## config.mk

```make
export PLATFORM = sky130hd
export DESIGN_NAME = apd_mac
export DESIGN_NICKNAME = d
export VERILOG_FILES = /design/src/rtl/fixed_point_allpass_delay_defines.svh /design/src/rtl/apd_pkg.sv /design/src/rtl/apd_mac.sv
export SDC_FILE = /design/constraint.sdc
export NUM_CORES = 1
export LEC_CHECK = 0
export BUFFER_PORTS_ARGS = -buffer_cell sky130_fd_sc_hd__buf_4
export CELL_PAD_IN_SITES_DETAIL_PLACEMENT = 1
export CELL_PAD_IN_SITES_GLOBAL_PLACEMENT = 2
export CORE_ASPECT_RATIO = 1.75
export CORE_UTILIZATION = 43
export DETAILED_ROUTE_END_ITERATION = 8
export GPL_ROUTABILITY_DRIVEN = 0
export HOLD_SLACK_MARGIN = 0.06
export PLACE_DENSITY = 0.92
export SLEW_MARGIN = 5
export SYNTH_ARGS = -nofsm -noshare
export SYNTH_HDL_FRONTEND = slang
export SYNTH_SLANG_ARGS = --single-unit
```

## constraint.sdc

```tcl
create_clock -name clk -period 15.15 [get_ports clk]
set_input_delay 4.545 -clock clk [delete_from_list [all_inputs] [get_ports clk]]
set_output_delay 4.545 -clock clk [all_outputs]
set_load 0.02 [all_outputs]
```

## src/rtl/fixed_point_allpass_delay_defines.svh

```systemverilog
// Assertion macros used by the allpass delay top level.
// Depends on nothing; the including module must provide clk and rst_n.
`ifndef FIXED_POINT_ALLPASS_DELAY_DEFINES_SVH
`define FIXED_POINT_ALLPASS_DELAY_DEFINES_SVH

// Clocked assertion that is switched off while reset is held.
`define APD_ASSERT(lbl, prop, msg) \
  lbl: assert property (@(posedge clk) disable iff (!rst_n) (prop)) else $error(msg);

// Clocked assertion that stays active during reset.
`define APD_ASSERT_ALWAYS(lbl, prop, msg) \
  lbl: assert property (@(posedge clk) (prop)) else $error(msg);

`endif

```

## src/rtl/apd_pkg.sv

```systemverilog
// Types and constants for the fixed-point allpass delay block.
// Used by apd_mac and fixed_point_allpass_delay; depends on nothing.
package apd_pkg;

  // Field and datapath widths.
  localparam int SAMPLE_W  = 16;
  localparam int COEF_W    = 18;
  localparam int SCALED_W  = 33;
  localparam int PROD_W    = 36;
  localparam int ACC_W     = 38;
  localparam int FRAC_BITS = 16;
  localparam int LEN_W     = 14;
  localparam int CFG_IDX_W = 2;

  // Saturation limits of the scaled input.
  localparam logic signed [SCALED_W-1:0] SCALED_MAX = {1'b0, {(SCALED_W-1){1'b1}}};
  localparam logic signed [SCALED_W-1:0] SCALED_MIN = {1'b1, {(SCALED_W-1){1'b0}}};

  // Saturation limits of the output sample.
  localparam logic signed [SAMPLE_W-1:0] SAMPLE_MAX = {1'b0, {(SAMPLE_W-1){1'b1}}};
  localparam logic signed [SAMPLE_W-1:0] SAMPLE_MIN = {1'b1, {(SAMPLE_W-1){1'b0}}};

  // Configuration register indexes.
  localparam logic [CFG_IDX_W-1:0] REG_PRESCALE     = 2'd0;
  localparam logic [CFG_IDX_W-1:0] REG_GAIN         = 2'd1;
  localparam logic [CFG_IDX_W-1:0] REG_DELAY_LENGTH = 2'd2;

  // Reset values of the registers.
  localparam logic signed [COEF_W-1:0] PRESCALE_RST = 18'sd65536;
  localparam logic signed [COEF_W-1:0] GAIN_RST     = 18'sd0;

  // Accumulator operations.
  typedef enum logic [1:0] {
    ACC_HOLD,
    ACC_LOAD_SUB,
    ACC_ADD
  } acc_op_t;

  // Control word from the sequencer to the shared multiply-accumulate unit.
  typedef struct packed {
    logic    mul_en;
    acc_op_t acc_op;
  } mac_ctrl_t;

  // Sequencer states.
  typedef enum logic [2:0] {
    ST_CLEAR,
    ST_IDLE,
    ST_MULX,
    ST_SAT,
    ST_MULG1,
    ST_ACC1,
    ST_ACC2,
    ST_FIN
  } state_t;

endpackage

```

## src/rtl/apd_mac.sv

```systemverilog
// Shared 18x18 signed multiplier with a registered product and accumulator.
// Depends on apd_pkg for widths and the control word.
module apd_mac (
  input  logic                                clk,
  input  apd_pkg::mac_ctrl_t                  ctrl,
  input  logic signed [apd_pkg::COEF_W-1:0]   op_a,
  input  logic signed [apd_pkg::COEF_W-1:0]   op_b,
  input  logic signed [apd_pkg::SCALED_W-1:0] base,
  output logic signed [apd_pkg::PROD_W-1:0]   prod,
  output logic signed [apd_pkg::ACC_W-1:0]    acc
);

  logic signed [apd_pkg::PROD_W-1:0] prod_r, prod_nxt;
  logic signed [apd_pkg::ACC_W-1:0]  acc_r, acc_nxt;
  logic signed [apd_pkg::ACC_W-1:0]  base_ext, prod_ext;

  // One multiplication per cycle, registered.
  always_comb begin
    prod_nxt = prod_r;
    if (ctrl.mul_en) begin
      prod_nxt = op_a * op_b;
    end
  end

  // Accumulator works on the product of the previous cycle.
  assign base_ext = {{(apd_pkg::ACC_W-apd_pkg::SCALED_W){base[apd_pkg::SCALED_W-1]}}, base};
  assign prod_ext = {{(apd_pkg::ACC_W-apd_pkg::PROD_W){prod_r[apd_pkg::PROD_W-1]}}, prod_r};

  always_comb begin
    case (ctrl.acc_op)
      apd_pkg::ACC_HOLD:     acc_nxt = acc_r;
      apd_pkg::ACC_LOAD_SUB: acc_nxt = base_ext - prod_ext;
      apd_pkg::ACC_ADD:      acc_nxt = acc_r + prod_ext;
      default:               acc_nxt = acc_r;
    endcase
  end

  always_ff @(posedge clk) begin
    prod_r <= prod_nxt;
    acc_r  <= acc_nxt;
  end

  assign prod = prod_r;
  assign acc  = acc_r;

endmodule

```

After elaboration in Yosys (flattened, before gate mapping)
Index checks and enable logic that the tools add are counted.
Cells by class
  add/subtract/negate cells: 2
  multiply operators: 1
  eq/ne operators: 2
  multiplexer cells: 1
  reduce and logical (&&, ||, !) cells: 1
Operators with widths (count)
  case mux 38 bit (2 select lines): 1
  adder 38 x 36 -> 38 bit: 1
  subtractor 33 x 36 -> 37 bit: 1
  multiplier 18 x 18 -> 36 bit: 1
  == test 2 x 1 -> 1 bit, second input constant: 1
  == test 2 bit, second input constant: 1
  nonzero test 2 bit: 1
Storage, ports and cells
  register bits: 74
  bits of input ports: 73
  output and inout port bits: 74
  logic and storage cells: 9

Longest topological paths before layout
Gate-level depths: netlist (run 1).
  depth in word-level cells: 2
  depth in mapped cells: 26
  gate-level depth less buffers: 24

Worst setup path after synthesis (run 1)
OpenSTA, ideal clock, no wires.
  kind: in2reg
  start point: input port op_a[17] in the netlist's numbering
  end point: register prod_r (netlist bit prod[33]) (data pin)
  library setup time: 259 ps
  arrival time: 10172 ps
  required time: 14891 ps
  slack: 4719 ps
  cell stages on the path: 26
  cell sequence: clkbuf_1 -> clkbuf_1 -> nand2_1 -> inv_1 -> fa_1 -> inv_1 -> fa_1 -> inv_1 -> ha_1 -> inv_1 -> fa_1 -> inv_1 -> fa_1 -> inv_1 -> fa_1 -> inv_1 -> ha_1 -> a21o_1 -> a21o_1 -> a21oi_1 -> o21ai_0 -> o41ai_2 -> o21a_1 -> o21bai_1 -> a21oi_1 -> xnor2_1
Between the ends
  longest elaborated chain between the ends: 1
Ends and longest elaborated chain
  start: declaration: line apd_mac.sv:6  | input logic signed [apd_pkg::COEF_W-1:0] op_a,
  multiplier 18 x 18 -> 36 bit: line apd_mac.sv:21  | prod_nxt = op_a * op_b;
  end signal: assignment: line apd_mac.sv:39  | prod_r <= prod_nxt;
  end: declaration: line apd_mac.sv:13  | logic signed [apd_pkg::PROD_W-1:0] prod_r, prod_nxt;
Every way passes these cells.
A chain may end at the register's enable or synchronous reset.

Worst setup path in the final report (run 1)
  start point: input port op_b[6] in the netlist's numbering
  end point: register prod_r (netlist bit prod[32]) (data pin)
Between the ends
  longest elaborated chain between the ends: 1
Ends and longest elaborated chain
  start: declaration: line apd_mac.sv:7  | input logic signed [apd_pkg::COEF_W-1:0] op_b,
  multiplier 18 x 18 -> 36 bit: line apd_mac.sv:21
Every way passes these cells.

==> summary.md, run 1 <==
| Metric | Value |
|---|---|
| Number of cells traversed by the worst register-to-register path | 11 |
| Finish-stage setup viols | 0 |
| Clock insertion delay at the later pin of the skew report | approximately 0.35 ns |
| Area after detailed placement | 0.0202 sq mm |
| Capturing point of the worst reg2reg path | acc[36] |
| First-pass GRT wire length | slightly below 90000 um |
| Most repeated library cell on the critical path | sky130_fd_sc_hd__fa_1 |
| Crit path kind | input port to register |
| Count of distinct cell types in the synthesized netlist | 73 |
| Worst-path cell chain | buf_4, and2_1, fa_1, inv_1, fa_1, fa_1, fa_1, inv_1, fa_1, inv_1, fa_1, inv_1, ha_1, a21oi_1, o21ai_0, a211oi_1, a21oi_1, o31ai_2, a221oi_2, a221o_1, a21oi_1, xnor2_1 |
| Global routing usage summed across all routing layers | 0.249 |
| Share of the clock period used by the worst path | 0.686 |
| Post-synthesis instance total | between 2000 and 2500 |
| Sequential fraction of the synthesis area | 0.119 |
| Quantity of gates resized following cts | 0 |
| Worst hold path stage count | 3 |
| Number of global-route vias before repair | roughly 17000 |
| Antenna violation net count after detailed routing | 0 |
| FF-to-FF setup slack | approximately 12 ns |
| Average wire per standard cell | around 19 um |
| Unrepaired setup endpoints after global routing | no |
| Core footprint | approximately 0.043 sq mm |
| Standard-cell rows | 100 |
| Run status | completed |
| Number of buffers between clock root and the deepest sink | 2 |
| H-tree level count | 3 |
| Type of origin of the critical path | input port |
| Total vias in the final route | approximately 14000 |
| Number of antenna violations at the first check in global routing | 0 |
| Biggest fanout along the worst timing path | 18 |
| Clk sinks | between 70 and 80 |
| Inserted Clock Buffers | 9 |
| Post-synthesis net count | approximately 2600 |
| Post-DP HPWL | around 45000 um |
| Final-report hold violation count | 0 |
| Number of nets in the final layout | 2711 |
| Post-cts hold buffer count | 0 |
| DRC errors left | 0 |
| Setup TNS | 0 ns |
| Setup crit start | op_b[6] |
| Layout cells sized above 1 | 0.0872 |
| Hold-critical path endpoint | acc[0] |
| Starting utilization of the core area | 0.438 |
| Area Overhead vs Synth | 10.2% |
| Number of max-cap violations | 0 |
| Area enclosed by the die boundary | ~0.044 sq mm |
| Worst path arrival time | between 10 and 15 ns |
| Number of setup buffers added after CTS | 0 |
| Number of antenna cells inserted | 0 |
| Ratio of routed vias to standard cells | 5.32 |
| Crit path time final | about 10 ns |
| Syn avg cell area | just over 9 sq um |
| Number of synthesized flops with an enable pin | 74 |
| Clk pin slew, worst setup/hold paths | approximately 0.06 ns |
| Total of fill cells in the finished design | approximately 5000 |
| Rel. slew slack | 0.502 |
| Worst path slowest cell | sky130_fd_sc_hd__fa_1 |
| Clock root buffer master | sky130_fd_sc_hd__clkbuf_16 |
| Clock tree from TritonCTS | built |
| Flops & latches, synth | 74 |
| Max Slew Vio Count | 0 |
| Worst min-delay path startpoint | acc[0] |
| Total non-filler cell area in the finished layout | around 0.02 sq mm |
| First-pass DRT Iterations | 4 |
| R2r startpoint | prod[0] |
| Maximum number of pins on one net before global-route repair | between 60 and 70 |
| DIE WIDTH | between 150 and 200 um |
| Routed Wire Length | approximately 53000 um |
| Quantity of I/O buffers inserted on ports | about 150 |
| CP required | roughly 15 ns |
| Class of the tightest hold or removal check | register to register |
| Overall die height | 278 um |
| Number of ports placed on the die boundary | roughly 150 |
| Total congestion overflow after global routing | 0 |
| Worst stage delay on the critical path | about 0.54 ns |
| Warning count from the yosys run | 0 |
| Starting DRC count in detailed routing | around 500 |
| Fraction of registers with async set/reset | 0 |
| Maximum frequency from static timing analysis | about 96 MHz |
| Maximum clock skew at final layout | 0.0106 ns |
| Post-Syn Area | between 0.015 and 0.02 sq mm |
| Most frequently used flop master after synthesis | sky130_fd_sc_hd__edfxtp_1 |
| Worst Tran Pin Value | about 0.75 ns |
| Endpoint type of the worst setup path | register |
metrics by stage:
stage          hold WS, ns   util  std cells  setup slack, ns
2_1_floorplan        0.790      -       2043             4.72
4_1_cts              0.720  0.483       2705             4.77
5_1_grt              0.777  0.483       2705             4.40
6_report             0.719  0.483       2705             4.76
3_3_place_gp         0.656  0.474       2690             4.48
3_5_place_dp         0.702  0.474       2690             4.40
flip-flops by register name, summed over array words and instances (netlist names):
| signal | count |
|---|---|
| prod | 36 |
| acc | 38 |
layout by cell type (no fill, tap or decap), types with 5 or more instances in the layout:
master,synthesis,final
sky130_fd_sc_hd__fa_1,331,331
sky130_fd_sc_hd__nor2_1,71,71
sky130_fd_sc_hd__buf_4,0,148
sky130_fd_sc_hd__nand2_1,209,209
sky130_fd_sc_hd__xnor2_1,55,55
sky130_fd_sc_hd__o21a_1,23,23
sky130_fd_sc_hd__nor3_1,19,19
sky130_fd_sc_hd__a21oi_1,101,101
sky130_fd_sc_hd__mux2i_1,9,9
sky130_fd_sc_hd__xor2_1,43,43
sky130_fd_sc_hd__nand3_1,14,14
sky130_fd_sc_hd__nand2b_1,20,20
sky130_fd_sc_hd__bufinv_16,0,5
sky130_fd_sc_hd__ha_1,167,166
sky130_fd_sc_hd__inv_1,425,425
sky130_fd_sc_hd__nand4_1,10,10
sky130_fd_sc_hd__o2111ai_1,5,5
sky130_fd_sc_hd__a211oi_1,9,9
sky130_fd_sc_hd__and2_1,163,163
sky130_fd_sc_hd__a31oi_1,8,8
sky130_fd_sc_hd__a211o_1,6,6
sky130_fd_sc_hd__o21ai_1,9,9
sky130_fd_sc_hd__clkbuf_16,0,9
sky130_fd_sc_hd__a21o_1,42,42
sky130_fd_sc_hd__edfxtp_1,74,74
sky130_fd_sc_hd__nor2b_1,12,12
sky130_fd_sc_hd__o211ai_1,8,8
sky130_fd_sc_hd__o21bai_1,12,12
sky130_fd_sc_hd__or3_1,8,8
sky130_fd_sc_hd__o21ai_0,57,57
critical path: cells and delay by family:
| kind | cells | cell delay (ns) |
|---|---|---|
| simple gates | 1 | 0.20 |
| xor+xnor | 1 | 0.09 |
| buf+inv | 5 | 0.38 |
| fa+ha+maj | 7 | 3.32 |
| compound gates | 8 | 1.96 |
synthesized netlist by cell type, types with 9 or more instances:
| cell | number | share of area |
|---|---|---|
| sky130_fd_sc_hd__o21bai_1 | 12 | 0.0048 |
| sky130_fd_sc_hd__nand2_1 | 209 | 0.042 |
| sky130_fd_sc_hd__xnor2_1 | 55 | 0.026 |
| sky130_fd_sc_hd__nand2b_1 | 20 | 0.0067 |
| sky130_fd_sc_hd__nor3_1 | 19 | 0.0051 |
| sky130_fd_sc_hd__a21o_1 | 42 | 0.017 |
| sky130_fd_sc_hd__clkbuf_1 | 54 | 0.011 |
| sky130_fd_sc_hd__a211oi_1 | 9 | 0.0036 |
| sky130_fd_sc_hd__nor2_1 | 71 | 0.014 |
| sky130_fd_sc_hd__o21ai_1 | 9 | 0.0024 |
| sky130_fd_sc_hd__o21a_1 | 23 | 0.0092 |
| sky130_fd_sc_hd__inv_1 | 425 | 0.085 |
| sky130_fd_sc_hd__o21ai_0 | 57 | 0.015 |
| sky130_fd_sc_hd__fa_1 | 331 | 0.35 |
| sky130_fd_sc_hd__nor2b_1 | 12 | 0.0040 |
| sky130_fd_sc_hd__nand3_1 | 14 | 0.0037 |
| sky130_fd_sc_hd__a21oi_1 | 101 | 0.027 |
| sky130_fd_sc_hd__edfxtp_1 | 74 | 0.12 |
| sky130_fd_sc_hd__xor2_1 | 43 | 0.020 |
| sky130_fd_sc_hd__ha_1 | 167 | 0.11 |
| sky130_fd_sc_hd__nand4_1 | 10 | 0.0033 |
| sky130_fd_sc_hd__mux2i_1 | 9 | 0.0048 |
| sky130_fd_sc_hd__and2_1 | 163 | 0.055 |
cell families after synthesis:
kind of cell / share of synthesized area
flip-flops: 0.119
AND/OR/NAND/NOR: 0.145
adder cells (fa/ha/maj): 0.466
multiplexers: 0.00603
buffers and inverters: 0.101
AO/OA/AOI/OAI: 0.117
XOR/XNOR: 0.0459
routing by layer:
| layer | part of all wire | global-route usage | vias to the layer above |
|---|---|---|---|
| met5 | 0 | 0 | - |
| met4 | 0.042 | 0.111 | 0 |
| met3 | 0.026 | 0.0190 | 109 |
| met2 | 0.56 | 0.497 | 306 |
| met1 | 0.37 | 0.258 | 7320 |
| li1 | - | - | 6647 |
final cells by class:
class	instances	area [sq um]	area share
inverters	425	1600	0.0775
well taps	561	702	0.0341
flip-flops and latches	74	2220	0.108
repair buffers	148	1110	0.0540
clock inverters	6	154	0.00748
multi-input cells	1482	14600	0.708
clock buffers	9	225	0.0109
how the worst max path moves through the flow:
| stage | endpoint | slack, ns |
|---|---|---|
| finish | prod[32] | 4.76 |
| global route | prod[35] | 4.40 |
| global placement | prod[33] | 4.48 |
| detailed placement | prod[35] | 4.40 |
| floorplan | prod[33] | 4.72 |
| CTS | prod[35] | 4.77 |
Power of run 1 is left out: the tool's default activity adds up to more than one toggle a clock period on the data nets, which glitch-free logic cannot reach.
==> inputs of run 2 (changes only) <==
--- a/config.mk
+++ b/config.mk
@@ -9,11 +9,11 @@
 export CELL_PAD_IN_SITES_DETAIL_PLACEMENT = 1
 export CELL_PAD_IN_SITES_GLOBAL_PLACEMENT = 2
 export CORE_ASPECT_RATIO = 1.75
-export CORE_UTILIZATION = 43
+export CORE_UTILIZATION = 36
 export DETAILED_ROUTE_END_ITERATION = 8
 export GPL_ROUTABILITY_DRIVEN = 0
 export HOLD_SLACK_MARGIN = 0.06
-export PLACE_DENSITY = 0.92
+export PLACE_DENSITY = 0.82
 export SLEW_MARGIN = 5
 export SYNTH_ARGS = -nofsm -noshare
 export SYNTH_HDL_FRONTEND = slang
==> constraint.sdc (replaced) <==
create_clock -name clk -period 9.4 [get_ports clk]
set_input_delay 2.82 -clock clk [delete_from_list [all_inputs] [get_ports clk]]
set_output_delay 2.82 -clock clk [all_outputs]
set_load 0.02 [all_outputs]
==> run 2 against run 1 <==
Effect of this change:
- critical path depth stayed put
- critical path type unchanged
- design area is 0.38% higher
- routed wire length is 3.0% higher
- critical endpoint unchanged
- clock skew is 0.0030 ns lower
- global-route usage is 3.4 points lower
- utilization is 8.0 points lower
- non-clock buffer count is 3 higher
- first-iteration DRC count is 2.2% higher
- via count is 0.90% lower
==> summary.md, run 2 (synthesis gave the netlist of run 1 again) <==
| Metric | Value |
|---|---|
| Run status | completed |
| First-pass GRT wire length | 87700 um (+1.4%) |
| Worst path arrival time | 8.78 ns (-1.69 ns) |
| Setup TNS | 0 ns (unchanged) |
| Most common cell after layout, fill and taps aside | sky130_fd_sc_hd__inv_1 |
| Area Overhead vs Synth | 10.6% |
| Maximum clock skew at final layout | 0.00765 ns (-0.00297 ns) |
| Standard-cell rows | 110 (+10%) |
| Class of the tightest hold or removal check | register to register |
| Area enclosed by the die boundary | 0.0529 sq mm (+19%) |
| Quantity of gates resized following cts | 0 (unchanged) |
| Final-report hold violation count | 0 (unchanged) |
| Rel. slew slack | 0.484 (-0.0182) |
| Antenna violation net count after detailed routing | 0 (unchanged) |
| Number of buffers between clock root and the deepest sink | 2 (unchanged) |
| Top library cells by usage in the layout, fill and taps aside | 425 x sky130_fd_sc_hd__inv_1, 331 x sky130_fd_sc_hd__fa_1, 209 x sky130_fd_sc_hd__nand2_1, 166 x sky130_fd_sc_hd__ha_1, 163 x sky130_fd_sc_hd__and2_1 |
| Routed Wire Length | 54200 um (+3.0%) |
| Number of antenna cells inserted | 0 (unchanged) |
| Ratio of routed vias to standard cells | 5.05 (-4.9%) |
| Quantity of I/O buffers inserted on ports | 146 (unchanged) |
| Endpoint type of the worst setup path | register |
| Max Slew Vio Count | 0 (unchanged) |
| DRC errors left | 0 (unchanged) |
| Total vias in the final route | 14300 (-0.90%) |
| Number of max-cap violations | 0 (unchanged) |
| Clock root buffer master | sky130_fd_sc_hd__clkbuf_16 |
| Crit path time final | between 8 and 9 ns |
| Worst Tran Pin Value | 0.774 ns (+0.0272 ns) |
| Most repeated library cell on the critical path | sky130_fd_sc_hd__fa_1 |
| Share of the clock period used by the worst path | 0.923 |
| Crit path kind | input port to register |
| Maximum frequency from static timing analysis | approximately 120 MHz |
| Starting DRC count in detailed routing | 510 (+2.2%) |
| Average wire per standard cell | 19.2 um (-1.2%) |
| Unrepaired setup endpoints after global routing | no |
| Clock insertion delay at the later pin of the skew report | 0.36 ns (about the same) |
| Worst stage delay on the critical path | 0.55 ns (about the same) |
| Number of antenna violations at the first check in global routing | 0 (unchanged) |
| Clk pin slew, worst setup/hold paths | 0.06 ns (about the same) |
| Number of flip-flops in the largest register | 38 (unchanged) |
| Clk sinks | 74 (unchanged) |
| Biggest fanout along the worst timing path | 18 (unchanged) |
| Worst-path cell chain | buf_4, and2_1, fa_1, inv_1, fa_1, fa_1, fa_1, inv_1, fa_1, inv_1, fa_1, inv_1, ha_1, a21oi_1, o21ai_0, a211oi_1, a21oi_1, o31ai_2, a221oi_2, a221o_1, a21oi_1, xnor2_1 |
| Post-DP HPWL | 47200 um (+4.1%) |
| Number of global-route vias before repair | 16700 (-1.6%) |
| H-tree level count | 3 (unchanged) |
| Type of origin of the critical path | input port |
| Finish-stage setup viols | 0 (unchanged) |
| Inserted Clock Buffers | 9 (unchanged) |
| Clock tree from TritonCTS | built |
| CP required | 9.50 ns (-5.74 ns) |
| Worst path slowest cell | sky130_fd_sc_hd__fa_1 |
| Core footprint | 0.0513 sq mm (+20%) |
| Overall die height | 303 um (+9.2%) |
| Number of ports placed on the die boundary | 147 (unchanged) |
| Global routing usage summed across all routing layers | 0.215 (-0.0339) |
| Number of setup buffers added after CTS | 0 (unchanged) |
| DIE WIDTH | 174 um (+9.2%) |
| First-pass DRT Iterations | 6 (+2) |
| Maximum number of pins on one net before global-route repair | 69 (unchanged) |
| Number of nets in the final layout | 2714 (+0.11%) |
| Starting utilization of the core area | 0.364 (-0.0740) |
| FF-to-FF setup slack | 5.73 ns (-5.95 ns) |
| Total congestion overflow after global routing | 0 (unchanged) |
| Post-cts hold buffer count | 0 (unchanged) |
| Layout cells sized above 1 | 0.0889 (+0.00170) |
-- run 2: cell types whose count changed in the layout (fill, tap and decap cells not counted) --
cell / change
sky130_fd_sc_hd__bufinv_16: -4
sky130_fd_sc_hd__buf_4: +3
sky130_fd_sc_hd__clkinvlp_4: +3
sky130_fd_sc_hd__clkinv_2: +1
sky130_fd_sc_hd__clkinv_4: +1
-- run 2: final timing paths --
path / from / to / depth (start not counted)
hold / removal: acc[0] / acc[0] / 3
hold reg to reg: acc[0] / acc[0] / 3
setup reg to reg: prod[7] / acc[30] / 11
setup / recovery: op_b[6] / prod[32] / 22
-- run 2: layout make-up --
type / count / area [sq um]
Timing Repair Buffer: 151 / 1130
Fill cell: 5974 / 30700
Tap cell: 672 / 841
Clock inverter: 7 / 70.1
Multi-Input combinational cell: 1482 / 14600
Sequential cell: 74 / 2220
Inverter: 425 / 1600
Clock buffer: 9 / 225
-- run 2: routing by layer --
layer,vias to the layer above,track usage,part of all wire
met5,-,0,0
met4,0,0.0925,0.039
met3,99,0.0174,0.022
met2,263,0.445,0.57
met1,7237,0.213,0.37
li1,6654,-,-
-- run 2: metrics by stage --
stage	instances	hold WS (ns)	setup WS [ns]	utilization	cell area (sq um)
floorplan	2043	0.790	0.694	-	18700
CTS	2820	0.718	0.728	0.403	20700
finish	2820	0.710	0.724	0.403	20700
global placement	2804	0.673	0.409	0.397	20400
global route	2820	0.788	0.451	0.403	20700
detailed placement	2804	0.698	0.329	0.397	20400
-- run 2: worst max-delay path, delay by kind of cell --
family | cells | cell delay, ns
AOI/OAI and AO/OA | 8 | 1.96
xor gates and xnor gates | 1 | 0.10
adders and majority gates | 7 | 3.31
buffers and inverters | 5 | 0.37
and+or+nand+nor | 1 | 0.20
Power of run 2 is left out for the same reason.
